`src/design/ptu_pkg.sv`:
```
`default_nettype none
// ---------------------------------------------------------------------------
// ptu_pkg
// Shared types, codes and helpers of the two-level page table update block.
// ---------------------------------------------------------------------------
package ptu_pkg;

   // default sizes of the table structures
   localparam int unsigned DIR_ENTRIES_DEF   = 1024;
   localparam int unsigned TABLE_ENTRIES_DEF = 1024;
   localparam int unsigned TABLE_POOL_DEF    = 16;
   localparam int unsigned FRAME_BITS_DEF    = 20;

   // fixed field widths of the channels
   localparam int unsigned IDX_W    = 10;
   localparam int unsigned FRAME_W  = 20;
   localparam int unsigned CMD_W    = 2;
   localparam int unsigned STATUS_W = 3;

   typedef enum logic [CMD_W-1:0] {
      CMD_MAP    = 2'd0,
      CMD_UNMAP  = 2'd1,
      CMD_LOOKUP = 2'd2,
      CMD_NOP    = 2'd3
   } cmd_type;

   typedef enum logic [STATUS_W-1:0] {
      ST_OK         = 3'd0,
      ST_NO_TABLE   = 3'd1,
      ST_MAPPED     = 3'd2,
      ST_NOT_MAPPED = 3'd3,
      ST_EXHAUSTED  = 3'd4
   } status_type;

   typedef enum logic [2:0] {
      S_CLEAR_DIR,
      S_IDLE,
      S_DIR_CHK,
      S_CLEAR_TAB,
      S_ENT_RD,
      S_ENT_CHK,
      S_RESP
   } state_type;

   // monitor flags of the controller
   typedef struct packed {
      logic clearing;
      logic pool_full;
   } mon_type;

   // Reduce a 10-bit index modulo n (n at least 16): restoring subtract of
   // shifted copies of n, six narrow steps.
   function automatic logic [IDX_W-1:0] idx_mod(input logic [IDX_W-1:0] x,
                                               input int unsigned n);
      logic [15:0] r;
      logic [15:0] d;
      r = {6'd0, x};
      for (int k = 5; k >= 0; k--) begin
         d = 16'(n << k);
         if (r >= d) begin
            r = r - d;
         end
      end
      return r[IDX_W-1:0];
   endfunction

endpackage
`default_nettype wire

```
`src/design/ptu_ctrl.sv`:
```
`default_nettype none
// ---------------------------------------------------------------------------
// ptu_ctrl
// Command sequencer: directory read, table allocation and clear, entry
// read-modify-write, and the result register.
// ---------------------------------------------------------------------------
module ptu_ctrl #(
   parameter int unsigned DIR_ENTRIES   = 1024,
   parameter int unsigned TABLE_ENTRIES = 1024,
   parameter int unsigned TABLE_POOL    = 16,
   parameter int unsigned FRAME_BITS    = 20,
   parameter int unsigned DIR_W         = 10,
   parameter int unsigned TE_W          = 10,
   parameter int unsigned TAB_W         = 4,
   parameter int unsigned ENT_AW        = 14
) (
   input  wire logic                          clock,
   input  wire logic                          reset,
   input  wire logic                          csr_write_en,
   input  wire logic                          csr_write_data,
   input  wire logic                          req_valid,
   output logic                               req_stall,
   input  wire logic [ptu_pkg::CMD_W-1:0]     req_cmd,
   input  wire logic [31:0]                   req_virt_addr,
   input  wire logic [ptu_pkg::FRAME_W-1:0]   req_phys_frame,
   input  wire logic                          req_write_allowed,
   input  wire logic                          req_create_table,
   output logic                               rsp_valid,
   input  wire logic                          rsp_stall,
   output logic [ptu_pkg::STATUS_W-1:0]       rsp_status,
   output logic [ptu_pkg::FRAME_W-1:0]        rsp_frame,
   output logic                               rsp_present,
   output logic                               rsp_writable,
   output logic                               rsp_user_access,
   output logic                               rsp_accessed,
   output logic                               rsp_dirty,
   output logic                               dir_wr_en,
   output logic [DIR_W-1:0]                   dir_wr_addr,
   output logic [TAB_W:0]                     dir_wr_data,
   output logic                               dir_rd_en,
   output logic [DIR_W-1:0]                   dir_rd_addr,
   input  wire logic [TAB_W:0]                dir_rd_data,
   output logic                               ent_wr_en,
   output logic [ENT_AW-1:0]                  ent_addr,
   output logic [FRAME_BITS+2:0]              ent_wr_data,
   output logic                               ent_rd_en,
   input  wire logic [FRAME_BITS+2:0]         ent_rd_data,
   output ptu_pkg::mon_type                   mon
);

   import ptu_pkg::*;

   localparam int unsigned NF_W = $clog2(TABLE_POOL + 1);
   localparam logic [ENT_AW-1:0] TE_MUL = ENT_AW'(TABLE_ENTRIES);
   // entry layout
   localparam int unsigned P_BIT = FRAME_BITS;
   localparam int unsigned W_BIT = FRAME_BITS + 1;
   localparam int unsigned U_BIT = FRAME_BITS + 2;

   state_type                state_ff, state_in;
   logic [DIR_W-1:0]         dir_cnt_ff, dir_cnt_in;
   logic [TE_W-1:0]          clr_cnt_ff, clr_cnt_in;
   cmd_type                  cmd_ff, cmd_in;
   logic [DIR_W-1:0]         didx_ff, didx_in;
   logic [TE_W-1:0]          tidx_ff, tidx_in;
   logic [FRAME_BITS-1:0]    pframe_ff, pframe_in;
   logic                     wr_ff, wr_in;
   logic                     create_ff, create_in;
   logic [TAB_W-1:0]         tab_ff, tab_in;
   logic [NF_W-1:0]          next_free_ff, next_free_in;
   logic                     kctx_ff;
   status_type               res_status_ff, res_status_in;
   logic [FRAME_BITS-1:0]    res_frame_ff, res_frame_in;
   logic                     res_present_ff, res_present_in;
   logic                     res_rw_ff, res_rw_in;
   logic                     res_user_ff, res_user_in;
   logic                     rsp_valid_ff, rsp_valid_in;
   status_type               rsp_status_ff, rsp_status_in;
   logic [FRAME_BITS-1:0]    rsp_frame_ff, rsp_frame_in;
   logic                     rsp_present_ff, rsp_present_in;
   logic                     rsp_rw_ff, rsp_rw_in;
   logic                     rsp_user_ff, rsp_user_in;
   logic [TE_W-1:0]          ent_idx;
   logic                     pool_full;

   assign pool_full = (next_free_ff >= NF_W'(TABLE_POOL));

   // entry address: table base plus index (clear sweep or the item's index)
   assign ent_idx  = (state_ff == S_CLEAR_TAB) ? clr_cnt_ff : tidx_ff;
   assign ent_addr = ENT_AW'(tab_ff) * TE_MUL + ENT_AW'(ent_idx);

   // hold the kernel-context register
   always_ff @(posedge clock) begin
      if (reset) begin
         kctx_ff <= 1'b1;
      end else if (csr_write_en) begin
         kctx_ff <= csr_write_data;
      end
   end

   // control registers
   always_ff @(posedge clock) begin
      if (reset) begin
         state_ff     <= S_CLEAR_DIR;
         dir_cnt_ff   <= '0;
         next_free_ff <= '0;
         rsp_valid_ff <= 1'b0;
      end else begin
         state_ff     <= state_in;
         dir_cnt_ff   <= dir_cnt_in;
         next_free_ff <= next_free_in;
         rsp_valid_ff <= rsp_valid_in;
      end
   end

   // payload registers
   always_ff @(posedge clock) begin
      clr_cnt_ff     <= clr_cnt_in;
      cmd_ff         <= cmd_in;
      didx_ff        <= didx_in;
      tidx_ff        <= tidx_in;
      pframe_ff      <= pframe_in;
      wr_ff          <= wr_in;
      create_ff      <= create_in;
      tab_ff         <= tab_in;
      res_status_ff  <= res_status_in;
      res_frame_ff   <= res_frame_in;
      res_present_ff <= res_present_in;
      res_rw_ff      <= res_rw_in;
      res_user_ff    <= res_user_in;
      rsp_status_ff  <= rsp_status_in;
      rsp_frame_ff   <= rsp_frame_in;
      rsp_present_ff <= rsp_present_in;
      rsp_rw_ff      <= rsp_rw_in;
      rsp_user_ff    <= rsp_user_in;
   end

   // next state, memory strobes and result
   always_comb begin
      state_in       = state_ff;
      dir_cnt_in     = dir_cnt_ff;
      clr_cnt_in     = clr_cnt_ff;
      cmd_in         = cmd_ff;
      didx_in        = didx_ff;
      tidx_in        = tidx_ff;
      pframe_in      = pframe_ff;
      wr_in          = wr_ff;
      create_in      = create_ff;
      tab_in         = tab_ff;
      next_free_in   = next_free_ff;
      res_status_in  = res_status_ff;
      res_frame_in   = res_frame_ff;
      res_present_in = res_present_ff;
      res_rw_in      = res_rw_ff;
      res_user_in    = res_user_ff;
      rsp_status_in  = rsp_status_ff;
      rsp_frame_in   = rsp_frame_ff;
      rsp_present_in = rsp_present_ff;
      rsp_rw_in      = rsp_rw_ff;
      rsp_user_in    = rsp_user_ff;
      rsp_valid_in   = rsp_valid_ff & rsp_stall;
      req_stall      = 1'b1;
      dir_wr_en      = 1'b0;
      dir_wr_addr    = didx_ff;
      dir_wr_data    = '0;
      dir_rd_en      = 1'b0;
      dir_rd_addr    = DIR_W'(idx_mod(req_virt_addr[31:22], DIR_ENTRIES));
      ent_wr_en      = 1'b0;
      ent_wr_data    = '0;
      ent_rd_en      = 1'b0;

      unique case (state_ff)
         // sweep the directory clear after reset
         S_CLEAR_DIR: begin
            dir_wr_en   = 1'b1;
            dir_wr_addr = dir_cnt_ff;
            dir_cnt_in  = dir_cnt_ff + 1'b1;
            if (dir_cnt_ff == DIR_W'(DIR_ENTRIES - 1)) begin
               state_in = S_IDLE;
            end
         end
         // take a beat and start the directory read
         S_IDLE: begin
            req_stall = 1'b0;
            dir_rd_en = 1'b1;
            if (req_valid) begin
               cmd_in    = cmd_type'(req_cmd);
               didx_in   = dir_rd_addr;
               tidx_in   = TE_W'(idx_mod(req_virt_addr[21:12], TABLE_ENTRIES));
               pframe_in = req_phys_frame[FRAME_BITS-1:0];
               wr_in     = req_write_allowed;
               create_in = req_create_table;
               state_in  = S_DIR_CHK;
            end
         end
         // check the directory entry, allocate a table on demand
         S_DIR_CHK: begin
            res_status_in  = ST_OK;
            res_frame_in   = '0;
            res_present_in = 1'b0;
            res_rw_in      = 1'b0;
            res_user_in    = 1'b0;
            if (cmd_ff == CMD_NOP) begin
               state_in = S_RESP;
            end else if (dir_rd_data[TAB_W]) begin
               tab_in   = dir_rd_data[TAB_W-1:0];
               state_in = S_ENT_RD;
            end else if (cmd_ff == CMD_MAP || (cmd_ff == CMD_LOOKUP && create_ff)) begin
               if (pool_full) begin
                  res_status_in = ST_EXHAUSTED;
                  state_in      = S_RESP;
               end else begin
                  tab_in       = TAB_W'(next_free_ff);
                  next_free_in = next_free_ff + 1'b1;
                  dir_wr_en    = 1'b1;
                  dir_wr_data  = {1'b1, TAB_W'(next_free_ff)};
                  clr_cnt_in   = '0;
                  state_in     = S_CLEAR_TAB;
               end
            end else begin
               res_status_in = ST_NO_TABLE;
               state_in      = S_RESP;
            end
         end
         // sweep the new table clear
         S_CLEAR_TAB: begin
            ent_wr_en  = 1'b1;
            clr_cnt_in = clr_cnt_ff + 1'b1;
            if (clr_cnt_ff == TE_W'(TABLE_ENTRIES - 1)) begin
               state_in = S_ENT_RD;
            end
         end
         // read the entry
         S_ENT_RD: begin
            ent_rd_en = 1'b1;
            state_in  = S_ENT_CHK;
         end
         // modify and write back the entry
         S_ENT_CHK: begin
            state_in = S_RESP;
            case (cmd_ff)
               CMD_MAP: begin
                  if (ent_rd_data[P_BIT]) begin
                     res_status_in = ST_MAPPED;
                  end else begin
                     ent_wr_en   = 1'b1;
                     ent_wr_data = {~kctx_ff, wr_ff, 1'b1, pframe_ff};
                  end
               end
               CMD_UNMAP: begin
                  if (!ent_rd_data[P_BIT]) begin
                     res_status_in = ST_NOT_MAPPED;
                  end else begin
                     res_frame_in = ent_rd_data[FRAME_BITS-1:0];
                     ent_wr_en    = 1'b1;
                     ent_wr_data  = {ent_rd_data[U_BIT], ent_rd_data[W_BIT], 1'b0,
                                     {FRAME_BITS{1'b0}}};
                  end
               end
               CMD_LOOKUP: begin
                  res_frame_in   = ent_rd_data[FRAME_BITS-1:0];
                  res_present_in = ent_rd_data[P_BIT];
                  res_rw_in      = ent_rd_data[W_BIT];
                  res_user_in    = ent_rd_data[U_BIT];
               end
               default: begin
                  res_status_in = ST_OK;
               end
            endcase
         end
         // load the output register once it is free
         S_RESP: begin
            if (!rsp_valid_ff || !rsp_stall) begin
               rsp_valid_in   = 1'b1;
               rsp_status_in  = res_status_ff;
               rsp_frame_in   = res_frame_ff;
               rsp_present_in = res_present_ff;
               rsp_rw_in      = res_rw_ff;
               rsp_user_in    = res_user_ff;
               state_in       = S_IDLE;
            end
         end
         default: begin
            state_in = S_IDLE;
         end
      endcase
   end

   // drive the result channel
   assign rsp_valid       = rsp_valid_ff;
   assign rsp_status      = rsp_status_ff;
   assign rsp_frame       = FRAME_W'(rsp_frame_ff);
   assign rsp_present     = rsp_present_ff;
   assign rsp_writable    = rsp_rw_ff;
   assign rsp_user_access = rsp_user_ff;
   assign rsp_accessed    = 1'b0;
   assign rsp_dirty       = 1'b0;

   assign mon.clearing  = (state_ff == S_CLEAR_DIR);
   assign mon.pool_full = pool_full;

endmodule
`default_nettype wire

```
`config.mk`:
```
export PLATFORM = sky130hd
export DESIGN_NAME = ptu_ctrl
export DESIGN_NICKNAME = d
export VERILOG_FILES = /design/src/design/ptu_pkg.sv /design/src/design/ptu_ctrl.sv
export SDC_FILE = /design/constraint.sdc
export NUM_CORES = 1
export LEC_CHECK = 0
export ABC_AREA = 1
export ABC_CLOCK_PERIOD_IN_PS = 6700
export BUFFER_PORTS_ARGS = -buffer_cell sky130_fd_sc_hd__buf_2
export CORE_MARGIN = 1.5
export CORE_UTILIZATION = 30
export CTS_BUF_LIST = sky130_fd_sc_hd__clkbuf_8
export DETAILED_ROUTE_END_ITERATION = 12
export GPL_ROUTABILITY_DRIVEN = 0
export PLACE_DENSITY_LB_ADDON = 0.08
export SETUP_SLACK_MARGIN = 0.1
export SYNTH_ARGS = -nofsm -noshare
export SYNTH_HDL_FRONTEND = slang
export SYNTH_SLANG_ARGS = --single-unit
```
`constraint.sdc`:
```
create_clock -name clock -period 6.7 [get_ports clock]
set_clock_uncertainty 0.05 [all_clocks]
set_input_delay 0.335 -clock clock [delete_from_list [all_inputs] [get_ports clock]]
set_output_delay 0.335 -clock clock [all_outputs]
set_load 0.005 [all_outputs]
```
==> run summary, run 1 <==
================================================================================
Status ............................................................    completed
IO Count ..........................................................          188
TritonCTS buffer count ............................................           17
Total GRT Usage ...................................................       13.19%
VDD IR-drop max ...................................................    0.1171 mV
Die X .............................................................     138.6 um
Clock root cell ...................................................     clkbuf_8
Measured slew at the worst slew-check pin .........................     1.169 ns
Clock tree from TritonCTS .........................................        built
Post-CTS setup buffer count .......................................            0
Met2 WL ...........................................................      5866 um
Crit path launch type .............................................         flop
Vias after detailed routing .......................................        4,063
Initial Utilization ...............................................       30.62%
Setup crit end kind ............................................... primary output
Vias per cell .....................................................        4.180
Post-CTS sizing ...................................................            0
Clock sink count ..................................................          130
Mapped Avg Cell Area ..............................................  10.63 sq um
Lkg Pwr ...........................................................     3.253 nW
Maximum clock frequency ...........................................    344.2 MHz
Final setup slack of the worst path ...............................     3.794 ns
Cell Area, Synth ..................................................   5519 sq um
Max Buffers Root-to-Sink ..........................................            2
Top routing layer in use ..........................................         met4
Minimum clock period after layout .................................     2.906 ns
GRT Residual Overflow .............................................            0
Core footprint .................................................... 18,020 sq um
Final net count ...................................................          829
Commonest cells after routing, fill and taps aside ................ buf_2, edfxtp_1, nand2_1, inv_1, nor2_1
Final core utilization ............................................       40.75%
DIE AREA .......................................................... 19,220 sq um
Arrival @ worst endpoint ..........................................      2.52 ns
Total number of H-tree levels .....................................            4
Highest fanout seen on the critical path ..........................           32
Iteration-0 DRC count of the detailed router ......................          172
Fraction of post-synthesis cell area in the top cell type by area .       59.85%
Unrepaired setup endpoints after global routing ...................        false
Number of buffer cells added on primary ports .....................          173
Router iterations before antenna repair ...........................            7
Global-route wire length before repair ............................    19,780 um
Final Hold Vio Count ..............................................            0
Count of antenna diodes in the layout .............................            0
Proportion of layout cells with a drive suffix above 1 ............       30.69%
Critical path class ............................................... flop to primary output
DRT Wirelength ....................................................    12,410 um
Hold Path Stages ..................................................            2
Number of global-route vias before repair .........................        4,108
Number of placement rows ..........................................           49
Number of max-cap violations ......................................            0
Clock insertion delay at the later pin of the skew report .........      0.45 ns
Synth area leader .................................................     edfxtp_1
Most common cell after layout, fill and taps aside ................        buf_2
Share of synthesized area occupied by flip-flops and latches ......       67.10%
Setup slack after placement .......................................     3.836 ns
Met1 Wirelength ...................................................      5534 um
DR DRC count ......................................................            0
Max-slew headroom at the worst pin ................................       22.05%
Number of cells produced by synthesis .............................          519
Synth Warn # ......................................................            0
Data required time at the worst endpoint ..........................      6.31 ns
Number of failing setup endpoints in the final timing report ......            0
Pin count of the biggest net entering global routing ..............           33
Antenna violations before repair ..................................            0
Vertical extent of the die ........................................     138.6 um
Type of the most critical hold path ............................... primary input to flop
Cell variety after synth ..........................................           32
Dpl hpwl ..........................................................      8774 um
TNS Setup .........................................................         0 ns
Final Cycle Share .................................................       43.37%
Number of nets still failing antenna checks after routing .........            0
Number of slew-limit violations in the final report ...............            0
Met3 routed WL ....................................................       774 um
FF-to-FF path depth ...............................................            5
Power density over the cells ...................................... 283.5 nW/um^2
Syn-to-layout area delta ..........................................       33.10%
Average routed wire per standard cell .............................     12.77 um
Top cells by area in the synthesized netlist ...................... edfxtp_1, dfxtp_1, nand2_1
Register bit total from synthesis .................................          130
Clock slew at reported path FFs ...................................      0.08 ns
================================================================================
## metal layers
metal,global-route usage [%],vias up
met2,22.18,137
met4,4.989,0
met1,15.38,1815
met5,0,-
li1,-,2099
met3,4.938,12
## final timing paths
check	slack, ns	endpoint	from
worst max-delay path	3.79	ent_wr_data[3]	state_ff[1]
worst min-delay path	0.04	kctx_ff	csr_write_en
worst max register to register	3.91	res_frame_ff[16]	state_ff[1]
worst min register to register	0.37	rsp_frame[10]	res_frame_ff[10]
## worst max-delay path: stages, from the launching register on
cell and delay, ns:
dfxtp_1 0.37, inv_2 0.13, nand3_2 0.55, nor2_1 0.37
inv_1 0.32, nor2_1 0.21, buf_2 0.14
## state kept, by name (all words and copies together) (netlist names)
register and cells:
kctx_ff 1, rsp_frame 20, res_frame_ff 20, rsp_present 1, rsp_writable 1, tidx_ff 10, state_ff 3, wr_ff 1
pframe_ff 20, res_present_ff 1, cmd_ff 2, res_rw_ff 1, next_free_ff 5, clr_cnt_ff 10, res_status_ff 3, create_ff 1
rsp_user_access 1, dir_cnt_ff 10, tab_ff 4, res_user_ff 1, rsp_status 3, rsp_valid 1, didx_ff 10
## area by class of cell
class | count | area, sq um
Clock buffer | 17 | 234.0
Clock inverter | 15 | 132.6
Fill cell | 1833 | 10680
Inverter | 88 | 331.6
Multi-Input combinational cell | 274 | 1336
Sequential cell | 130 | 3704
Tap cell | 229 | 286.5
Timing Repair Buffer | 219 | 1321
## power breakdown
part	internal [mW]	switching (mW)	leakage [nW]
sequential	1.02	0.0411	1.17
combinational	0.147	0.248	1.91
clock	0.294	0.337	0.169
## Yosys cell counts
library cell	instances
clkbuf_1	6
nand3_2	6
clkinv_2	1
o21ai_0	27
nand4_1	1
edfxtp_1	110
nand3_4	1
o21a_1	1
nand3_1	9
nor3_2	1
o21ai_1	3
buf_4	14
nor2_4	1
buf_2	7
nor3_1	7
nor2_1	82
conb_1	1
nor4_1	3
nand3b_1	2
or2_2	1
xor2_1	2
nand2_1	84
a21oi_1	26
inv_2	5
nor2_2	2
a31oi_1	2
inv_1	82
a31o_2	1
buf_6	1
ha_1	9
or2_0	1
dfxtp_1	20
## kinds of logic after synthesis
logic type | Yosys count | share of synthesized area (%)
xor+xnor | 2 | 0.3174
simple gates | 201 | 15.71
fa+ha+maj | 9 | 2.040
other cells | 1 | 0.06795
flops | 130 | 67.10
compound gates | 60 | 5.600
buf+inv | 116 | 9.159
## stage by stage
step / cell area (sq um) / total power, mW / hold slack (ns) / instances
final: 7346 / 2.083 / 0.04206 / 972
after floorplan: 5523 / 1.303 / 0.3503 / 520
after global placement: 6539 / 1.454 / 0.3509 / 896
after CTS: 7326 / 2.117 / 0.000002914 / 970
after detailed placement: 6539 / 1.461 / 0.3545 / 896
after global routing: 7346 / 2.214 / 0.03855 / 972
## what timing repair did
item                                    in CTS  in global routing
hold buffers                                42                  2
hold endpoints to repair                    42                  2
endpoints found under the setup margin       0                  0
Power figures use the tool's default switching activity.
==> run 2, diff against run 1 <==
- ABC_CLOCK_PERIOD_IN_PS: 6700 -> 2700
- clock period: 6.7 -> 2.7 ns (I/O delays scaled with it)
==> run 2 against run 1 <==
Design area is 5.7% higher. Die area stayed put. First-iteration DRC count is 40% lower. Total power is 150% higher. Count of clock-buffer cells in the layout stayed put. Sequential power is 150% higher. Routed wire length is 1.6% higher. Sequential share of layout area is 2.7 points lower. Clock power is 140% higher. Non-clock buffer count is 38 higher. Cell count is 4.1% higher. Register-to-register slack worse by 3.5 ns. Largest cell class unchanged.
==> run summary, run 2 (same netlist as run 1, synthesis figures left out) <==
====================================================================================
Number of max-cap violations ..........................................            0   unchanged
Commonest cells after routing, fill and taps aside .................... buf_2, edfxtp_1, nand2_1, inv_1, nor2_1
Router iterations before antenna repair ...............................            4   -3
Vertical extent of the die ............................................     138.6 um   unchanged
Max Buffers Root-to-Sink ..............................................            2   unchanged
Hold_sp ...............................................................    req_valid
Final Cycle Share .....................................................       86.80%
Number of failing setup endpoints in the final timing report ..........            0   unchanged
IO Count ..............................................................          188   unchanged
Setup slack after placement ...........................................    0.3524 ns   -3.484 ns
Final setup slack of the worst path ...................................    0.3564 ns   -3.438 ns
Type of the most critical hold path ................................... primary input to flop
Number of global-route vias before repair .............................        4,388   +6.8%
Vias per cell .........................................................        4.205   +0.59%
Share of total power in the clock network .............................        29.6%   -0.7 points
Total GRT Usage .......................................................       13.66%   +0.47 points
R2r startpoint ........................................................  state_ff[1]
Count of antenna diodes in the layout .................................            0   unchanged
Depth of the critical timing path with buffers and inverters included .           10   +4
Pin count of the biggest net entering global routing ..................           33   unchanged
Final net count .......................................................          869   +4.8%
DR DRC count ..........................................................            0   unchanged
Part of the total power dissipated in combinational logic .............        19.9%   +1.0 points
Net switching component of the power ..................................     1.537 mW   +150%
Total number of H-tree levels .........................................            4   unchanged
Int Pwr ...............................................................     3.663 mW   +150%
Iteration-0 DRC count of the detailed router ..........................          104   -40%
Peak per-stage delay on the critical path .............................      0.43 ns   -0.12 ns
Worst path top cell family by delay ................................... buffers and inverters
GRT Residual Overflow .................................................            0   unchanged
Final Hold Vio Count ..................................................            0   unchanged
Die X .................................................................     138.6 um   unchanged
Measured slew at the worst slew-check pin .............................     1.080 ns   -0.08908 ns
Data required time at the worst endpoint ..............................      2.52 ns   -3.79 ns
Sequential power share ................................................        50.5%   -0.2 points
Master of the slowest instance on the critical path ...................     edfxtp_1
Arrival @ worst endpoint ..............................................      2.16 ns   -0.36 ns
Minimum clock period after layout .....................................     2.344 ns
Core footprint ........................................................ 18,020 sq um   unchanged
TNS Setup .............................................................         0 ns   unchanged
Reg-to-Reg End ........................................................ res_frame_ff[19]
Status ................................................................    completed
Switching Fraction ....................................................       29.56%   -0.50 points
Maximum clock frequency ...............................................    426.7 MHz
Setup slack of the worst register-to-register path ....................      0.41 ns   -3.50 ns
End point of the critical path ........................................ ent_wr_data[12]
Max-slew headroom at the worst pin ....................................       27.98%   +5.9 points
Clock root cell .......................................................     clkbuf_8
Most common cell after layout, fill and taps aside ....................        buf_2
FF-to-FF path depth ...................................................            5   unchanged
Power density over the cells .......................................... 669.7 nW/um^2   +140%
Number of buffer cells added on primary ports .........................          173   unchanged
Unrepaired setup endpoints after global routing .......................        false
Vias after detailed routing ...........................................        4,255   +4.7%
Clock insertion delay at the later pin of the skew report .............      0.44 ns   about the same
Setup crit end kind ................................................... primary output
DIE AREA .............................................................. 19,220 sq um   unchanged
Proportion of layout cells with a drive suffix above 1 ................       30.40%   -0.29 points
Average routed wire per standard cell .................................     12.46 um   -2.5%
Total buffers and inverters traversed by the critical path ............            6   +3
Global-route wire length before repair ................................    20,710 um   +4.7%
Worst setup path start ................................................    cmd_ff[0]
Number of nets still failing antenna checks after routing .............            0   unchanged
Number of slew-limit violations in the final report ...................            0   unchanged
Clock sink count ......................................................          130   unchanged
Most common cell type on the critical path ............................        inv_1
Critical path class ................................................... flop to primary output
TritonCTS buffer count ................................................           17   unchanged
Initial Utilization ...................................................       30.62%   unchanged
Syn-to-layout area delta ..............................................       40.69%
Clock slew at reported path FFs .......................................      0.07 ns   about the same
Highest fanout seen on the critical path ..............................           10   -69%
Clock tree from TritonCTS .............................................        built
Crit path launch type .................................................         flop
Dpl hpwl ..............................................................      8713 um   -0.69%
Number of placement rows ..............................................           49   unchanged
Lkg Pwr ...............................................................     3.440 nW   +5.7%
List of cells traversed by the critical path .......................... inv_1 > ha_1 > inv_1 > nor2_2 > inv_1 > nor2_4 > clkinvlp_4 > buf_4 > nor2_1 > buf_2
VDD IR-drop max .......................................................    0.2588 mV   +120%
Antenna violations before repair ......................................            0   unchanged
DRT Wirelength ........................................................    12,610 um   +1.6%
====================================================================================
==> run 2: cell count changes in the layout (fill, tap and decap cells not counted) <==
cell	delta
nor2_1	-2
buf_4	+4
buf_12	+2
clkinvlp_4	-1
nor2_4	+1
dlygate4sd3_1	+32
inv_6	+1
nor2_2	+1
clkinv_4	+2
==> run 2: timing repair <==
item | CTS | global route
cloned | 1 | 1
endpoints found under the hold margin | 77 | 0
setup endpoints to repair | 20 | 20
hold buffers | 76 | 0
resized for setup | 4 | 2
pin swaps | 0 | 1
buffers inserted | 1 | 1
==> run 2: layout make-up <==
| cell class | instances | area [sq um] |
|---|---|---|
| Timing Repair inverter | 2 | 15.01 |
| Clock inverter | 15 | 132.6 |
| Inverter | 88 | 335.3 |
| Timing Repair Buffer | 257 | 1712 |
| Sequential cell | 130 | 3704 |
| Clock buffer | 17 | 234.0 |
| Multi-Input combinational cell | 274 | 1346 |
| Tap cell | 229 | 286.5 |
| Fill cell | 1777 | 10260 |
==> run 2: stage by stage <==
step                total power, mW  instance area (sq um)  hold slack, ns  util (%)  std cells
floorplan                     3.233                   5525          0.1839         -        520
global placement              3.620                   6581          0.2615     36.51        900
CTS                           5.306                   7735         0.02550     42.91       1010
detailed placement            3.638                   6581          0.2631     36.51        900
global route                  5.559                   7765         0.03061     43.08       1012
finish                        5.200                   7765         0.06643     43.08       1012
==> run 2: metal layers <==
metal / global-route usage (%) / share of wire, %
met1: 15.65 / 43
met2: 23.12 / 48
met3: 4.454 / 7.1
met4: 6.579 / 2.3
met5: 0 / 0
==> run 2: power groups by stage <==
stage | Clock, mW | Combinational [mW] | Sequential, mW
floorplan | 0 | 0.583 | 2.65
global placement | 0 | 0.963 | 2.66
detailed placement | 0 | 0.968 | 2.67
CTS | 1.62 | 1.06 | 2.62
global route | 1.71 | 1.20 | 2.65
finish | 1.54 | 1.04 | 2.62
==> run 2: how the worst min path moves through the flow <==
stage,cells after the start,end
floorplan,0,cmd_ff[0]
global placement,1,pframe_ff[7]
detailed placement,1,pframe_ff[7]
CTS,4,state_ff[1]
global route,4,state_ff[1]
finish,4,state_ff[1]
==> run 2: worst min-delay path, delay by kind of cell <==
family | cells | cell delay [ns]
simple gates | 3 | 0.29
buf+inv | 1 | 0.09
==> run 3, diff against run 2 <==
- ABC_CLOCK_PERIOD_IN_PS: 2700 -> 2230
- CTS_CLUSTER_DIAMETER: default -> 60
- clock period: 2.7 -> 2.23 ns (I/O delays scaled with it)
==> run 3 against run 2 <==
Combinational power rose by 34%. Count of clock-buffer cells in the layout did not move. Non-clock buffer count rose by 21. Sequential power rose by 21%. Sequential share of layout area fell by 2.3 points. Clock power rose by 30%. Die area did not move. Total power rose by 26%.
==> run summary, run 3 (same netlist as run 1, synthesis figures left out) <==
====================================================================================
Vias per cell .........................................................        4.223   +0.44%
Average routed wire per standard cell .................................     13.11 um   +5.3%
Antenna violations before repair ......................................            0   unchanged
Clock tree from TritonCTS .............................................        built
Total buffers and inverters traversed by the critical path ............            7   +1
Master of the slowest instance on the critical path ...................     edfxtp_1
Final Cycle Share .....................................................       96.41%
Core footprint ........................................................ 18,020 sq um   unchanged
Critical path class ................................................... flop to primary output
FF-to-FF path depth ...................................................           11   +6
Setup crit end kind ................................................... primary output
TritonCTS buffer count ................................................           17   unchanged
Proportion of layout cells with a drive suffix above 1 ................       35.73%   +5.3 points
Arrival @ worst endpoint ..............................................      1.99 ns   -0.17 ns
Setup slack of the worst register-to-register path ....................      0.25 ns   -0.16 ns
Total GRT Usage .......................................................       13.98%   +0.32 points
Number of max-cap violations ..........................................            0   unchanged
Final net count .......................................................          892   +2.6%
Max Buffers Root-to-Sink ..............................................            2   unchanged
Pin count of the biggest net entering global routing ..................           32   -3.0%
Lkg Pwr ...............................................................     3.575 nW   +3.9%
Worst path top cell family by delay ................................... buffers and inverters
Max-slew headroom at the worst pin ....................................       67.21%   +39 points
Worst setup path start ................................................    cmd_ff[1]
Depth of the critical timing path with buffers and inverters included .           11   +1
Peak per-stage delay on the critical path .............................      0.41 ns   -0.02 ns
VDD IR-drop max .......................................................    0.3716 mV   +44%
Type of the most critical hold path ................................... primary input to flop
End point of the critical path ........................................ ent_wr_data[5]
IO Count ..............................................................          188   unchanged
Reg-to-Reg End ........................................................ clr_cnt_ff[0]
Setup slack after placement ...........................................    0.1426 ns   -0.2098 ns
DIE AREA .............................................................. 19,220 sq um   unchanged
Maximum clock frequency ...............................................    465.1 MHz
Minimum clock period after layout .....................................     2.150 ns
Clock insertion delay at the later pin of the skew report .............      0.43 ns   about the same
Number of failing setup endpoints in the final timing report ..........            0   unchanged
Die X .................................................................     138.6 um   unchanged
Final non-filler cell area ............................................   8164 sq um   +5.1%
DRT Wirelength ........................................................    13,570 um   +7.6%
Tightest hold margin ..................................................   0.04759 ns   -0.01883 ns
Clock sink count ......................................................          130   unchanged
Total number of H-tree levels .........................................            4   unchanged
Highest fanout seen on the critical path ..............................            5   -5
Net switching component of the power ..................................     1.870 mW   +22%
Vias after detailed routing ...........................................        4,371   +2.7%
Number of slew-limit violations in the final report ...................            0   unchanged
DR DRC count ..........................................................            0   unchanged
Count of antenna diodes in the layout .................................            0   unchanged
Number of placement rows ..............................................           49   unchanged
List of cells traversed by the critical path .......................... inv_2 > ha_4 > inv_4 > nor2_4 > inv_2 > nor2_4 > buf_12 > buf_8 > clkinvlp_4 > nor2_2 > buf_2
Dpl hpwl ..............................................................      8689 um   -0.28%
Measured slew at the worst slew-check pin .............................    0.4874 ns   -0.5928 ns
Final core utilization ................................................       45.29%   +2.2 points
Crit path launch type .................................................         flop
Share of total power in the clock network .............................        30.4%   +0.8 points
Router iterations before antenna repair ...............................            4   unchanged
Part of the total power dissipated in combinational logic .............        21.2%   +1.3 points
Global-route wire length before repair ................................    21,120 um   +2.0%
Unrepaired setup endpoints after global routing .......................         true
Sequential power share ................................................        48.4%   -2.1 points
Hold Path Stages ......................................................            4   unchanged
Initial Utilization ...................................................       30.62%   unchanged
Switching Fraction ....................................................       28.51%   -1.1 points
Data required time at the worst endpoint ..............................      2.07 ns   -0.45 ns
Most common cell after layout, fill and taps aside ....................        buf_2
Syn-to-layout area delta ..............................................       47.93%
Final setup slack of the worst path ...................................   0.07998 ns   -0.2765 ns
Cell area reported after detailed placement ...........................   6576 sq um   about the same
Commonest cells after routing, fill and taps aside .................... buf_2, edfxtp_1, nand2_1, inv_1, dlygate4sd3_1
Power density over the cells .......................................... 803.5 nW/um^2   +20%
Number of nets still failing antenna checks after routing .............            0   unchanged
Number of global-route vias before repair .............................        4,350   -0.87%
R2r startpoint ........................................................    cmd_ff[0]
GRT Residual Overflow .................................................            0   unchanged
Clock slew at reported path FFs .......................................      0.08 ns   about the same
Number of buffer cells added on primary ports .........................          173   unchanged
Iteration-0 DRC count of the detailed router ..........................          210   +100%
Final Hold Vio Count ..................................................            0   unchanged
Status ................................................................    completed
Int Pwr ...............................................................     4.689 mW   +28%
Clock root cell .......................................................     clkbuf_8
Vertical extent of the die ............................................     138.6 um   unchanged
====================================================================================
[run 3: cell type report]
type / instances / area (sq um)
fill: 1762 / 9861
sequential: 130 / 3704
timing repair buffer: 278 / 1893
multi-input combinational: 275 / 1528
inverter: 88 / 345.3
tap: 229 / 286.5
clock buffer: 17 / 234.0
clock inverter: 15 / 151.4
timing repair inverter: 3 / 22.52
[run 3: power by group through the flow]
| stage | Sequential (mW) | Combinational [mW] | Clock (mW) |
|---|---|---|---|
| floorplan | 3.20 | 0.713 | 0 |
| global placement | 3.22 | 1.17 | 0 |
| detailed placement | 3.23 | 1.17 | 0 |
| CTS | 3.18 | 1.37 | 2.06 |
| global route | 3.21 | 1.57 | 2.15 |
| finish | 3.18 | 1.39 | 2.00 |
[run 3: what timing repair did]
action,CTS,global route
resized for setup,44,24
gates cloned,4,1
endpoints found under the hold margin,76,0
pin swaps,7,14
setup buffers,15,7
hold buffers,75,0
endpoints found under the setup margin,26,42
[run 3: how the worst min path moves through the flow]
stage / start / to / slack, ns
2_1_floorplan: req_cmd[0] / cmd_ff[0] / 0.16
3_3_place_gp: req_phys_frame[13] / pframe_ff[13] / 0.24
3_5_place_dp: req_virt_addr[20] / tidx_ff[8] / 0.24
4_1_cts: req_valid / state_ff[1] / 0.009
5_1_grt: req_valid / state_ff[1] / 0.03
6_report: req_valid / state_ff[1] / 0.05
[run 3: per-stage QoR]
| step | setup TNS, ns | instances | total power, mW |
|---|---|---|---|
| floorplan | 0 | 520 | 3.916 |
| global placement | 0 | 902 | 4.385 |
| detailed placement | 0 | 902 | 4.398 |
| CTS | 0 | 1028 | 6.607 |
| global route | -0.5709 | 1035 | 6.932 |
| finish | 0 | 1035 | 6.560 |
[run 3: worst register-to-register path, delay by kind of cell (launching register included)]
kind	cells	cell delay, ns
buf+inv	6	0.77
fa+ha+maj	1	0.14
simple gates	4	0.32
flops	1	0.40
[run 3: layer usage]
layer | vias up | GRT usage, % | routed length, um
met1 | 1980 | 16.91 | 6080
met5 | - | 0 | 0
met4 | 0 | 5.373 | 191
met3 | 11 | 4.385 | 878
met2 | 158 | 23.38 | 6420
li1 | 2222 | - | -
